--- src/rtl/core/ptns_pkg.sv ---
`timescale 1ns / 1ps
// ----------------------------------------------------------------------------
// ptns_pkg
// Shared constants, codes and types of the point table nearest search block.
// ----------------------------------------------------------------------------

package ptns_pkg;

   localparam int CAPACITY_DEF   = 64;
   localparam int COORD_BITS_DEF = 16;

   localparam int FIELD_BITS     = 16;
   localparam int ID_BITS        = 7;
   localparam int ACTION_BITS    = 2;
   localparam int STATUS_BITS    = 2;
   localparam int DIST_BITS      = 33;
   localparam int REQ_TDATA_BITS = 40;
   localparam int RSP_TDATA_BITS = 72;

   localparam logic [ACTION_BITS-1:0] ACT_ADD    = 2'd0;
   localparam logic [ACTION_BITS-1:0] ACT_DELETE = 2'd1;
   localparam logic [ACTION_BITS-1:0] ACT_QUERY  = 2'd2;

   localparam logic [STATUS_BITS-1:0] STAT_OK   = 2'd0;
   localparam logic [STATUS_BITS-1:0] STAT_MISS = 2'd1;
   localparam logic [STATUS_BITS-1:0] STAT_FULL = 2'd2;

   typedef enum logic [1:0] {
      CELL_HOLD   = 2'd0,
      CELL_WRITE  = 2'd1,
      CELL_ROTATE = 2'd2,
      CELL_SHIFT  = 2'd3
   } cell_op_type;

   typedef struct packed {
      cell_op_type        op;
      logic [ID_BITS-1:0] tid;
   } cell_ctl_type;

   typedef struct packed {
      logic tok;
      logic found;
   } tok_type;

endpackage

--- src/rtl/core/ptns_cell.sv ---
`timescale 1ns / 1ps
// ----------------------------------------------------------------------------
// ptns_cell
// One table entry: holds a point and its id, takes its neighbor's entry on a
// rotate or a shift, and passes the delete search token down the chain.
// ----------------------------------------------------------------------------

module ptns_cell #(
   parameter int COORD_BITS = ptns_pkg::COORD_BITS_DEF,
   parameter int CNT_W      = 7,
   parameter int IDX        = 0
) (
   input  logic                         clock,
   input  logic                         reset,
   input  ptns_pkg::cell_ctl_type       ctl,
   input  logic [CNT_W-1:0]             count,
   input  logic signed [COORD_BITS-1:0] wr_x,
   input  logic signed [COORD_BITS-1:0] wr_y,
   input  logic [ptns_pkg::ID_BITS-1:0] wr_id,
   input  logic signed [COORD_BITS-1:0] nxt_x,
   input  logic signed [COORD_BITS-1:0] nxt_y,
   input  logic [ptns_pkg::ID_BITS-1:0] nxt_id,
   input  ptns_pkg::tok_type            tok_in,
   output logic signed [COORD_BITS-1:0] x,
   output logic signed [COORD_BITS-1:0] y,
   output logic [ptns_pkg::ID_BITS-1:0] id,
   output ptns_pkg::tok_type            tok_out
);

   logic signed [COORD_BITS-1:0] x_ff, x_in;
   logic signed [COORD_BITS-1:0] y_ff, y_in;
   logic [ptns_pkg::ID_BITS-1:0] id_ff, id_in;
   ptns_pkg::tok_type            tok_ff, tok_in_nxt;
   logic                         flag_ff, flag_in;
   logic                         live;
   logic                         found_here;

   assign live       = CNT_W'(IDX) < count;
   assign found_here = tok_in.found | (live && (id_ff == ctl.tid));

   always_comb begin
      x_in  = x_ff;
      y_in  = y_ff;
      id_in = id_ff;
      unique case (ctl.op)
         ptns_pkg::CELL_HOLD: begin
         end
         ptns_pkg::CELL_WRITE: begin
            if (count == CNT_W'(IDX)) begin
               x_in  = wr_x;
               y_in  = wr_y;
               id_in = wr_id;
            end
         end
         ptns_pkg::CELL_ROTATE: begin
            x_in  = nxt_x;
            y_in  = nxt_y;
            id_in = nxt_id;
         end
         ptns_pkg::CELL_SHIFT: begin
            if (flag_ff) begin
               x_in  = nxt_x;
               y_in  = nxt_y;
               id_in = nxt_id;
            end
         end
      endcase
   end

   always_comb begin
      tok_in_nxt.tok   = tok_in.tok;
      tok_in_nxt.found = tok_in.tok ? found_here : tok_ff.found;
      flag_in          = tok_in.tok ? found_here : flag_ff;
   end

   always_ff @(posedge clock) begin
      x_ff  <= x_in;
      y_ff  <= y_in;
      id_ff <= id_in;
   end

   always_ff @(posedge clock) begin
      if (reset) begin
         tok_ff  <= '0;
         flag_ff <= 1'b0;
      end else begin
         tok_ff  <= tok_in_nxt;
         flag_ff <= flag_in;
      end
   end

   assign x       = x_ff;
   assign y       = y_ff;
   assign id      = id_ff;
   assign tok_out = tok_ff;

endmodule

--- src/rtl/core/ptns_dist.sv ---
`timescale 1ns / 1ps
// ----------------------------------------------------------------------------
// ptns_dist
// Three-stage squared distance pipeline that keeps the nearest entry seen
// since the last start, the earliest one on a tie.
// ----------------------------------------------------------------------------

module ptns_dist #(
   parameter int COORD_BITS = ptns_pkg::COORD_BITS_DEF
) (
   input  logic                           clock,
   input  logic                           reset,
   input  logic                           start,
   input  logic                           in_valid,
   input  logic signed [COORD_BITS-1:0]   head_x,
   input  logic signed [COORD_BITS-1:0]   head_y,
   input  logic [ptns_pkg::ID_BITS-1:0]   head_id,
   input  logic signed [COORD_BITS-1:0]   qry_x,
   input  logic signed [COORD_BITS-1:0]   qry_y,
   output logic signed [COORD_BITS-1:0]   best_x,
   output logic signed [COORD_BITS-1:0]   best_y,
   output logic [ptns_pkg::ID_BITS-1:0]   best_id,
   output logic [2*COORD_BITS:0]          best_d
);

   localparam int SQ_W = 2 * COORD_BITS;
   localparam int D_W  = SQ_W + 1;

   logic signed [COORD_BITS:0]   diff_x, diff_y;
   logic [COORD_BITS-1:0]        abs_x, abs_y;
   logic [D_W-1:0]               sum_d;

   logic                         v1_ff, v2_ff;
   logic [COORD_BITS-1:0]        dx1_ff, dy1_ff;
   logic signed [COORD_BITS-1:0] x1_ff, y1_ff, x2_ff, y2_ff;
   logic [ptns_pkg::ID_BITS-1:0] id1_ff, id2_ff;
   logic [SQ_W-1:0]              sx2_ff, sy2_ff;

   logic                         best_v_ff, best_v_in;
   logic signed [COORD_BITS-1:0] best_x_ff, best_x_in, best_y_ff, best_y_in;
   logic [ptns_pkg::ID_BITS-1:0] best_id_ff, best_id_in;
   logic [D_W-1:0]               best_d_ff, best_d_in;

   assign diff_x = {head_x[COORD_BITS-1], head_x} - {qry_x[COORD_BITS-1], qry_x};
   assign diff_y = {head_y[COORD_BITS-1], head_y} - {qry_y[COORD_BITS-1], qry_y};
   assign abs_x  = diff_x[COORD_BITS] ? COORD_BITS'(-diff_x) : diff_x[COORD_BITS-1:0];
   assign abs_y  = diff_y[COORD_BITS] ? COORD_BITS'(-diff_y) : diff_y[COORD_BITS-1:0];
   assign sum_d  = D_W'(sx2_ff) + D_W'(sy2_ff);

   always_comb begin
      best_v_in  = best_v_ff;
      best_x_in  = best_x_ff;
      best_y_in  = best_y_ff;
      best_id_in = best_id_ff;
      best_d_in  = best_d_ff;
      if (start) begin
         best_v_in = 1'b0;
      end else if (v2_ff && (!best_v_ff || (sum_d < best_d_ff))) begin
         best_v_in  = 1'b1;
         best_x_in  = x2_ff;
         best_y_in  = y2_ff;
         best_id_in = id2_ff;
         best_d_in  = sum_d;
      end
   end

   always_ff @(posedge clock) begin
      dx1_ff     <= abs_x;
      dy1_ff     <= abs_y;
      x1_ff      <= head_x;
      y1_ff      <= head_y;
      id1_ff     <= head_id;
      sx2_ff     <= dx1_ff * dx1_ff;
      sy2_ff     <= dy1_ff * dy1_ff;
      x2_ff      <= x1_ff;
      y2_ff      <= y1_ff;
      id2_ff     <= id1_ff;
      best_x_ff  <= best_x_in;
      best_y_ff  <= best_y_in;
      best_id_ff <= best_id_in;
      best_d_ff  <= best_d_in;
   end

   always_ff @(posedge clock) begin
      if (reset) begin
         v1_ff     <= 1'b0;
         v2_ff     <= 1'b0;
         best_v_ff <= 1'b0;
      end else begin
         v1_ff     <= in_valid;
         v2_ff     <= v1_ff;
         best_v_ff <= best_v_in;
      end
   end

   assign best_x  = best_x_ff;
   assign best_y  = best_y_ff;
   assign best_id = best_id_ff;
   assign best_d  = best_d_ff;

endmodule

--- src/rtl/core/point_table_nearest_search.sv ---
`timescale 1ns / 1ps
// ----------------------------------------------------------------------------
// point_table_nearest_search
// Ordered table of 2-D points with add, delete by id and nearest-point query.
// ----------------------------------------------------------------------------
// The table lives in a ring of CAPACITY cells, one entry each. An add, an unused
// action code or a query on an empty table is answered without walking the ring.
// A delete walks the whole ring, hit or miss: a search token passes one cell per
// cycle, marks every cell from the first match on, and then those cells take
// their neighbor's entry in one shift. A query rotates the ring once, handing
// one entry per cycle to a single squared-distance pipeline of three stages.
// One request is worked on at a time, and the next one can be accepted in the
// cycle after a result is loaded. A finished result waits in the output register
// while the next request is accepted; a result still waiting there holds the
// following one back.
// ----------------------------------------------------------------------------

module point_table_nearest_search #(
   parameter int CAPACITY   = ptns_pkg::CAPACITY_DEF,
   parameter int COORD_BITS = ptns_pkg::COORD_BITS_DEF
) (
   input  logic                                 clock,
   input  logic                                 reset,
   input  logic                                 req_tvalid,
   output logic                                 req_tready,
   // pos_x[15:0], pos_y[31:16], target_id[38:32], zero fill[39].
   input  logic [ptns_pkg::REQ_TDATA_BITS-1:0]  req_tdata,
   // action[1:0].
   input  logic [ptns_pkg::ACTION_BITS-1:0]     req_tuser,
   output logic                                 rsp_tvalid,
   input  logic                                 rsp_tready,
   // found_id[6:0], found_x[22:7], found_y[38:23], dist_sq[71:39].
   output logic [ptns_pkg::RSP_TDATA_BITS-1:0]  rsp_tdata,
   // status[1:0].
   output logic [ptns_pkg::STATUS_BITS-1:0]     rsp_tuser
);

   localparam int CNT_W = $clog2(CAPACITY + 1);
   localparam int IDX_W = (CAPACITY > 1) ? $clog2(CAPACITY) : 1;
   localparam int D_W   = 2 * COORD_BITS + 1;
   localparam int IDB   = ptns_pkg::ID_BITS;
   localparam int FB    = ptns_pkg::FIELD_BITS;

   typedef enum logic [4:0] {
      S_IDLE   = 5'b00001,
      S_QUERY  = 5'b00010,
      S_DRAIN  = 5'b00100,
      S_DELETE = 5'b01000,
      S_DONE   = 5'b10000
   } state_type;

   state_type                          state_ff, state_in;
   logic [CNT_W-1:0]                   count_ff, count_in;
   logic [IDX_W-1:0]                   step_ff, step_in;
   logic                               drain_ff, drain_in;
   logic                               del_go_ff, del_go_in;
   logic [IDB-1:0]                     tid_ff, tid_in;
   logic signed [COORD_BITS-1:0]       qx_ff, qx_in, qy_ff, qy_in;
   logic [ptns_pkg::STATUS_BITS-1:0]   res_status_ff, res_status_in;
   logic [IDB-1:0]                     res_id_ff, res_id_in;
   logic                               res_query_ff, res_query_in;
   logic                               rsp_valid_ff, rsp_valid_in;
   logic [ptns_pkg::STATUS_BITS-1:0]   rsp_tuser_ff, rsp_tuser_in;
   logic [ptns_pkg::RSP_TDATA_BITS-1:0] rsp_tdata_ff, rsp_tdata_in;

   logic                               accept;
   logic [ptns_pkg::ACTION_BITS-1:0]   action;
   logic signed [COORD_BITS-1:0]       pos_x, pos_y;
   logic [IDB-1:0]                     target_id;
   logic [IDB-1:0]                     new_id;
   logic [CNT_W:0]                     count_inc;
   logic                               dist_start;
   logic                               head_valid;
   ptns_pkg::cell_ctl_type             ctl;

   logic signed [COORD_BITS-1:0]       cell_x [CAPACITY];
   logic signed [COORD_BITS-1:0]       cell_y [CAPACITY];
   logic [IDB-1:0]                     cell_id [CAPACITY];
   ptns_pkg::tok_type                  tok_w [CAPACITY+1];

   logic signed [COORD_BITS-1:0]       best_x, best_y;
   logic [IDB-1:0]                     best_id;
   logic [D_W-1:0]                     best_d;

   assign req_tready = (state_ff == S_IDLE);
   assign accept     = req_tvalid && req_tready;
   assign action     = req_tuser;
   assign pos_x      = COORD_BITS'(req_tdata[15:0]);
   assign pos_y      = COORD_BITS'(req_tdata[31:16]);
   assign target_id  = req_tdata[38:32];
   assign count_inc  = {1'b0, count_ff} + 1'b1;
   assign new_id     = IDB'(count_inc);
   assign head_valid = (state_ff == S_QUERY) && (CNT_W'(step_ff) < count_ff);
   assign tok_w[0]   = '{tok: del_go_ff, found: 1'b0};

   for (genvar i = 0; i < CAPACITY; i++) begin : g_cell
      localparam int NXT = (i + 1) % CAPACITY;
      ptns_cell #(
         .COORD_BITS (COORD_BITS),
         .CNT_W      (CNT_W),
         .IDX        (i)
      ) u_cell (
         .clock   (clock),
         .reset   (reset),
         .ctl     (ctl),
         .count   (count_ff),
         .wr_x    (pos_x),
         .wr_y    (pos_y),
         .wr_id   (new_id),
         .nxt_x   (cell_x[NXT]),
         .nxt_y   (cell_y[NXT]),
         .nxt_id  (cell_id[NXT]),
         .tok_in  (tok_w[i]),
         .x       (cell_x[i]),
         .y       (cell_y[i]),
         .id      (cell_id[i]),
         .tok_out (tok_w[i+1])
      );
   end

   ptns_dist #(
      .COORD_BITS (COORD_BITS)
   ) u_dist (
      .clock    (clock),
      .reset    (reset),
      .start    (dist_start),
      .in_valid (head_valid),
      .head_x   (cell_x[0]),
      .head_y   (cell_y[0]),
      .head_id  (cell_id[0]),
      .qry_x    (qx_ff),
      .qry_y    (qy_ff),
      .best_x   (best_x),
      .best_y   (best_y),
      .best_id  (best_id),
      .best_d   (best_d)
   );

   always_comb begin
      state_in      = state_ff;
      count_in      = count_ff;
      step_in       = step_ff;
      drain_in      = drain_ff;
      del_go_in     = 1'b0;
      tid_in        = tid_ff;
      qx_in         = qx_ff;
      qy_in         = qy_ff;
      res_status_in = res_status_ff;
      res_id_in     = res_id_ff;
      res_query_in  = res_query_ff;
      rsp_valid_in  = rsp_valid_ff && !rsp_tready;
      rsp_tuser_in  = rsp_tuser_ff;
      rsp_tdata_in  = rsp_tdata_ff;
      dist_start    = 1'b0;
      ctl.op        = ptns_pkg::CELL_HOLD;
      ctl.tid       = tid_ff;

      unique case (state_ff)
         S_IDLE: begin
            if (accept) begin
               res_query_in  = 1'b0;
               res_status_in = ptns_pkg::STAT_MISS;
               res_id_in     = '0;
               state_in      = S_DONE;
               unique case (action)
                  ptns_pkg::ACT_ADD: begin
                     if (count_ff == CNT_W'(CAPACITY)) begin
                        res_status_in = ptns_pkg::STAT_FULL;
                     end else begin
                        ctl.op        = ptns_pkg::CELL_WRITE;
                        count_in      = CNT_W'(count_inc);
                        res_status_in = ptns_pkg::STAT_OK;
                        res_id_in     = new_id;
                     end
                  end
                  ptns_pkg::ACT_DELETE: begin
                     tid_in    = target_id;
                     del_go_in = 1'b1;
                     state_in  = S_DELETE;
                  end
                  ptns_pkg::ACT_QUERY: begin
                     if (count_ff != '0) begin
                        qx_in      = pos_x;
                        qy_in      = pos_y;
                        step_in    = '0;
                        dist_start = 1'b1;
                        state_in   = S_QUERY;
                     end
                  end
                  default: begin
                  end
               endcase
            end
         end
         S_QUERY: begin
            ctl.op  = ptns_pkg::CELL_ROTATE;
            step_in = step_ff + 1'b1;
            if (step_ff == IDX_W'(CAPACITY - 1)) begin
               drain_in = 1'b0;
               state_in = S_DRAIN;
            end
         end
         S_DRAIN: begin
            drain_in = 1'b1;
            if (drain_ff) begin
               res_query_in  = 1'b1;
               res_status_in = ptns_pkg::STAT_OK;
               state_in      = S_DONE;
            end
         end
         S_DELETE: begin
            if (tok_w[CAPACITY].tok) begin
               state_in = S_DONE;
               if (tok_w[CAPACITY].found) begin
                  ctl.op        = ptns_pkg::CELL_SHIFT;
                  count_in      = count_ff - 1'b1;
                  res_status_in = ptns_pkg::STAT_OK;
                  res_id_in     = tid_ff;
               end
            end
         end
         S_DONE: begin
            if (!rsp_valid_ff || rsp_tready) begin
               rsp_valid_in = 1'b1;
               rsp_tuser_in = res_status_ff;
               if (res_query_ff) begin
                  rsp_tdata_in = {ptns_pkg::DIST_BITS'(best_d), FB'(best_y),
                                  FB'(best_x), best_id};
               end else begin
                  rsp_tdata_in = {(ptns_pkg::RSP_TDATA_BITS - IDB)'(0), res_id_ff};
               end
               state_in = S_IDLE;
            end
         end
      endcase
   end

   always_ff @(posedge clock) begin
      tid_ff        <= tid_in;
      qx_ff         <= qx_in;
      qy_ff         <= qy_in;
      step_ff       <= step_in;
      drain_ff      <= drain_in;
      res_status_ff <= res_status_in;
      res_id_ff     <= res_id_in;
      res_query_ff  <= res_query_in;
      rsp_tuser_ff  <= rsp_tuser_in;
      rsp_tdata_ff  <= rsp_tdata_in;
   end

   always_ff @(posedge clock) begin
      if (reset) begin
         state_ff     <= S_IDLE;
         count_ff     <= '0;
         del_go_ff    <= 1'b0;
         rsp_valid_ff <= 1'b0;
      end else begin
         state_ff     <= state_in;
         count_ff     <= count_in;
         del_go_ff    <= del_go_in;
         rsp_valid_ff <= rsp_valid_in;
      end
   end

   assign rsp_tvalid = rsp_valid_ff;
   assign rsp_tdata  = rsp_tdata_ff;
   assign rsp_tuser  = rsp_tuser_ff;

endmodule

--- config.mk ---
export PLATFORM = sky130hd
export DESIGN_NAME = point_table_nearest_search
export DESIGN_NICKNAME = d
export VERILOG_FILES = /design/src/rtl/core/ptns_pkg.sv /design/src/rtl/core/ptns_cell.sv /design/src/rtl/core/ptns_dist.sv /design/src/rtl/core/point_table_nearest_search.sv
export SDC_FILE = /design/constraint.sdc
export NUM_CORES = 2
export LEC_CHECK = 0
export ABC_AREA = 1
export BUFFER_PORTS_ARGS = -buffer_cell sky130_fd_sc_hd__buf_4
export CORE_MARGIN = 3
export CORE_UTILIZATION = 57
export DETAILED_ROUTE_END_ITERATION = 12
export PLACE_DENSITY = 0.72
export SYNTH_ARGS = -nofsm -noshare
export SYNTH_HDL_FRONTEND = slang
export SYNTH_SLANG_ARGS = --single-unit
--- constraint.sdc ---
create_clock -name clock -period 6.1 [get_ports clock]
set_clock_uncertainty 0.05 [all_clocks]
set_input_delay 0.915 -clock clock [delete_from_list [all_inputs] [get_ports clock]]
set_output_delay 0.915 -clock clock [all_outputs]
set_load 0.02 [all_outputs]
Word-level counts from Yosys, hierarchy flattened
Cells that the tools add are included.
Widths: inputs -> output; s select.
- register bits: 3017
- latch bits: 0
- memory bits (writable): 0
- ROM bits: 0
- input bits: 46
- output and inout bits: 76
- word-level logic and storage cells: 1558
- memories kept: 0
- $add $sub $neg: 8
- multiply operators: 2
- divide/modulo/power cells: 0
- magnitude comparators: 66
- equality and inequality tests: 277
- shifts and indexed selects: 0
- muxes and demuxes: 628
- bitwise gates (word level): 66
- reduce and logical (&&, ||, !) cells: 159
- operator list (operator ; number):
    $pmux 16 s3 ; 128
    $mux 16 ; 258
    $pmux 7 s3 ; 64
    $mux 7 ; 139
    $eq 7x7->1 ; 64
    $ne 2x1->1 const B ; 135
    $eq 7x6->1 const B ; 32
    $lt 6x7->1 const A ; 32
    $reduce_and 3->1 ; 66
    $eq 7x5->1 const B ; 16
    $lt 5x7->1 const A ; 16
    $logic_and 1x1->1 ; 68
    $mul 16x16->32 ; 2
    $or 1x1->1 ; 63
    $eq 7x4->1 const B ; 8
    $lt 4x7->1 const A ; 8
    $sub 16x16->17 ; 2
    $add 32x32->33 ; 1
    $lt 33x33->1 ; 1
    $neg 16->16 ; 2
    $mux 5 ; 6
    $eq 7x3->1 const B ; 4
    $lt 3x7->1 const A ; 4
    $pmux 7 s2 ; 2
    other kinds (40) ; 85

Logic depth before layout (Yosys ltp)
- depth after elaboration: 8
- mapped depth: 28
- depth with buffers taken out: 26

Worst setup path after synthesis
OpenSTA, ideal clock, no wires.
- path type: flip-flop to flip-flop
- start point: register u_dist.sy2_ff[4]
- end point: register u_dist.best_d_ff[0] (netlist: u_dist.best_d[0]) (enable)
- setup time: 526 ps
- arrival: 6128 ps
- required time: 5524 ps
- slack: -604 ps
- stages on the path, launching flop included: 21
- buffers on the path: 0
- clock period less this slack: 6704 ps
- cell sequence: dfxtp_1 > ha_1 > inv_1 > o21ai_0 > nand2_1 > nand2_1 > nand3_1 > nand2_1 > nand2_1 > inv_1 > nor2_1 > o21ai_0 > xor2_1 > ha_1 > a21oi_1 > o21ai_0 > nand2_1 > nand3_1 > a31oi_1 > nand3_1 > a21oi_1
- cells in the longest elaborated chain, start to end: 5
- ends and longest elaborated chain (element ; line ; text):
    from (decl) ; ptns_dist.sv:37 ; logic [SQ_W-1:0] sx2_ff, sy2_ff;
    from (signal assigned) ; ptns_dist.sv:74 ; sy2_ff <= dy1_ff * dy1_ff;
    $add 32x32->33 ; ptns_dist.sv:48 ; assign sum_d = D_W'(sx2_ff) + D_W'(sy2_ff);
    net u_dist.sum_d[26] ; ptns_dist.sv:31 ; logic [D_W-1:0] sum_d;
    $lt 33x33->1 ; ptns_dist.sv:58 ; end else if (v2_ff && (!best_v_ff || (sum_d < best_d_ff))) begin
    $logic_or 1x1->1 ; ptns_dist.sv:58 ;
    $logic_and 1x1->1 ; ptns_dist.sv:58 ;
    $reduce_and 2->1 (no line) ; - ;
    to (signal assigned) ; ptns_dist.sv:81 ; best_d_ff <= best_d_in;
    to (decl) ; ptns_dist.sv:42 ; logic [D_W-1:0] best_d_ff, best_d_in;
The timed path passes the listed nets, and every way through them passes these cells.
A chain may end at the register's enable or synchronous reset.

Worst setup path after layout
- start point: register u_dist.dx1_ff[8]
- end point: register u_dist.sx2_ff[29]
- cells in the longest elaborated chain, start to end: 1
- ends and longest elaborated chain (element ; line ; text):
    from (decl) ; ptns_dist.sv:34 ; logic [COORD_BITS-1:0] dx1_ff, dy1_ff;
    from (signal assigned) ; ptns_dist.sv:68 ; dx1_ff <= abs_x;
    $mul 16x16->32 ; ptns_dist.sv:73 ; sx2_ff <= dx1_ff * dx1_ff;
    to (signal assigned) ; ptns_dist.sv:73 ;
    to (decl) ; ptns_dist.sv:37 ;
Every way passes these cells.

==> results.md <==
* Crit path cell chain: buf_4, nand2_1, fa_1, inv_1, fa_1, fa_1, fa_1, fa_1, inv_1, fa_1, inv_1, ha_1, a21oi_1, o21ai_0, a21oi_1, nand3_1, a21o_1, nand2_1, nand2_1, nand2_1, nand2_1
* Vias in the first global route at 94200
* Clk slew on worst S/H paths at 0.06 ns
* Part of the power in registers at 0.329
* Hold EP: tid_ff[3]$_DFFE_PP_
* Slowest cell on the critical path: fa_1
* Via count at 93200
* Area grow syn2layout at 9.93%
* Min cycle time layout at 5.73 ns
* R2R depth at 21
* Worst path max stage delay at 0.56 ns
* Core Box Area at 241000 um^2
* DP HPWL at 219000 um
* Hold Crit Depth at 1
* Met2 wire len at 159000 um
* CTS H-tree depth at 5
* FP Rows at 180
* Worst r2r dst: u_dist.sx2_ff[29]$_DFF_P_
* Drt first pass iters at 7
* Warnings from Yosys at 0
* Startpoint types: flop
* Worst r2r src: u_dist.dx1_ff[8]$_DFF_P_
* First-pass GRT wire length at 539000 um
* Tot Pwr at 74.1 mW
* CTS tree: built
* DR WL met3 at 28800 um
* Net Count, Synth at 13800
* Endpoint class of the critical path: flop
* Reg2Reg Setup Slack at 0.37 ns
* Prevailing post-synth register cell: edfxtp_1
* Combinational share of power at 0.423
* CTS sink count at 3015
* Leakage power at 62.1 nW
* Maximum clock frequency at 0.174 GHz
* Nets at 13700
* Post-synthesis cell type count at 51
* Remaining DRCs at 0
* Max_cap viols at 0
* WP data required at 6.85 ns
* GRT Resource Usage Total at 0.275
* Pint at 46.2 mW
* RSZ-0062 raised after global routing: false
* Mapped Cells at 13100
* Switching share of power at 0.377
* CP most frequent cell: fa_1
* Uppermost routed layer: met5
* Proportion of synthesized chip area in sequential cells at 0.630
* Synthesized cell area at 139000 um^2
* P per Cell Area at 486 nW/um^2
* Port Buffers at 120
* Initial antenna violation count at 12
* Setup violations, final at 0
* WL/cell at 20.9 um
* Clock root buffer: clkbuf_16
* Class of the worst hold path: primary input to flop
* Clk network pwr share at 0.248
* Die ar. at 249000 um^2
* Worst Path Arrival at 6.48 ns
* Final WL at 344000 um
* Number of synthesized flops with an enable pin at 2698
* Fin Setup TNS at 0 ns
* Syn Area/Cell at 10.6 um^2
* Number of CTS-inserted buffers at 320
* Met1 WL at 147000 um
* Die X-Extent at 499 um
* Crit share post-route at 0.940
* Vias per std cell at 5.65
* Initial DRC Count at 10900
* Clock Latency Late Sink at 0.96 ns
* Worst-path maximum fanout at 10
* Total grt overflow at 0
* Largest net degree at the start of global routing at 249
* Synthesis-stage register bit count at 3015
* Bufs on Longest Clock Path at 4
* Layout cells sized above 1 at 0.0654
* Worst-Margin Slew at 1.30 ns
* I/O Pins at 122
* P_sw at 28.0 mW
* Final std cells w/o fill at 16500
* Worst rel slew slack at 0.132
* Async SR Flop Fraction at 0
* Worst Hold Launch: req_tdata[35]
* Worst Path Class, Setup: flop to flop
* Initial Utilization at 0.575
* ANT nets after route at 0
* Max Slew Vio Count at 0
* Inst Count DP at 15900
* Die Y at 499 um
* Status: completed
* RePlAce Congestion at 0.942
* Final hold vios at 0
* Worst VDD drop at 1.21 mV
[state kept, by name, indices dropped and copies added (netlist names), 31 cells and up]
name and count:
g_cell.u_cell.x 1024, g_cell.u_cell.tok_out 127, u_dist.sy2_ff 31, rsp_tdata 72, u_dist.sx2_ff 31, g_cell.u_cell.y 1024, g_cell.u_cell.id 448, u_dist.best_d 33
[worst max-delay path, delay by kind of cell (launching register included)]
kind	cells	cell delay [ns]
adders and majority gates	7	3.36
buffers and inverters	4	0.42
DFF	1	0.50
and+or+nand+nor	6	0.58
AOI/OAI and AO/OA	4	0.72
[power by group through the flow]
stage / sequential, mW / combinational [mW] / clock, mW
after detailed placement: 24.8 / 31.1 / 0
after floorplan: 24.7 / 23.5 / 0
after CTS: 24.4 / 31.4 / 18.7
final: 24.4 / 31.3 / 18.4
after global routing: 24.4 / 36.3 / 19.5
after global placement: 24.8 / 31.3 / 0
[cell type report]
class,count,area [um^2]
Clock inverter,137,1060
Antenna cell,7,17.5
Sequential cell,3015,87400
Multi-Input combinational cell,8284,44700
Timing Repair Buffer,300,2410
Inverter,1143,4300
Clock buffer,425,8680
Fill cell,18700,88900
Tap cell,3185,3990
[per-layer routing]
metal | GRT usage | vias up
li1 | - | 42400
met1 | 0.398 | 45900
met2 | 0.436 | 4247
met3 | 0.0419 | 685
met4 | 0.0804 | 4
met5 | 0 | -
[worst max path at each step]
stage                     slack (ns)                       from                   endpoint  cells after the start
after floorplan                 0.61  u_dist.dx1_ff[13]$_DFF_P_  u_dist.sx2_ff[29]$_DFF_P_                     23
final                           0.37   u_dist.dx1_ff[8]$_DFF_P_  u_dist.sx2_ff[29]$_DFF_P_                     21
after global placement          0.28   u_dist.dx1_ff[6]$_DFF_P_  u_dist.sx2_ff[29]$_DFF_P_                     24
after CTS                       0.29  u_dist.dx1_ff[11]$_DFF_P_  u_dist.sx2_ff[29]$_DFF_P_                     21
after detailed placement        0.30  u_dist.dx1_ff[11]$_DFF_P_  u_dist.sx2_ff[29]$_DFF_P_                     21
after global routing           0.009   u_dist.dy1_ff[5]$_DFF_P_  u_dist.sy2_ff[29]$_DFF_P_                     22
[cells in the final DEF, fill, tap and decap left out, types with 10 or more instances in the layout]
cell type      n
nand2_1     5703
edfxtp_1    2698
inv_1       1133
xor2_1       375
nor2_1       346
fa_1         328
clkbuf_16    327
ha_1         309
dfxtp_1      309
buf_4        287
o21ai_0      229
a21oi_1      216
nand3_1      131
xnor2_1      100
clkbuf_1      83
nor3_1        75
a31oi_1       65
clkinv_1      57
nor4_1        56
nand4_1       52
clkinv_2      48
a211oi_4      34
nand2_4       32
o22ai_1       31
o2111ai_1     26
a221oi_1      20
o211ai_1      14
bufinv_16     14
a21o_1        13
buf_12        13
clkbuf_8      12
nor3_2        11
a211oi_1      11
clkinvlp_4    10
[through the flow]
step	worst slack, ns	util	cell area (um^2)	hold slack, ns
after floorplan	0.610	-	139000	0.260
after global placement	0.276	0.591	143000	0.260
after detailed placement	0.297	0.591	143000	0.262
after CTS	0.286	0.632	152000	0.0135
after global routing	0.00927	0.632	153000	0.0427
final	0.368	0.632	153000	0.0779
[cell usage after synthesis (all sizes together), types with 2 or more instances]
master,number,area (um^2)
o21a,9,67.6
nand3b,7,52.6
xor2,375,3280
dfxtp,317,6350
o211ai,14,105
inv,1139,4280
and2,4,25.0
nand3,132,666
buf,551,2760
or2,5,31.3
o31ai,3,22.5
nor3,87,447
a31oi,65,407
a221oi,20,175
o21ai,229,1150
a21oi,223,1120
a211oi,45,338
nor3b,2,15.0
a2111oi,9,78.8
a21boi,5,37.5
o2111ai,26,228
o21bai,9,67.6
a22oi,9,67.6
nor4,56,350
clkinv,4,15.0
ha,309,3870
a21o,13,97.6
clkbuf,139,522
nor2,357,1360
nand2,5743,21600
mux2,7,78.8
fa,328,6570
o221ai,3,26.3
o22ai,31,194
nand4,53,347
xnor2,100,876
a2bb2oi,2,17.5
edfxtp,2698,81000
[cells by family (layout without fill, tap and decap cells)]
group,Yosys count,in the layout,synth area share
compound gates,719,719,0.0305
xor+xnor,475,475,0.0300
fa+ha+maj,637,637,0.0752
buf+inv,1833,2005,0.0546
flops,3015,3015,0.630
mux,7,7,0.000568
other cells,0,7,0
simple gates,6446,6446,0.179
[timing repair]
item | in CTS | in global routing
gates resized for setup | 0 | 8
endpoints found under the setup margin | 0 | 2
buffers inserted | 0 | 0
hold endpoints to repair | 0 | 0
hold buffers | 0 | 0
No activity file was read; power rests on OpenSTA's default activity.
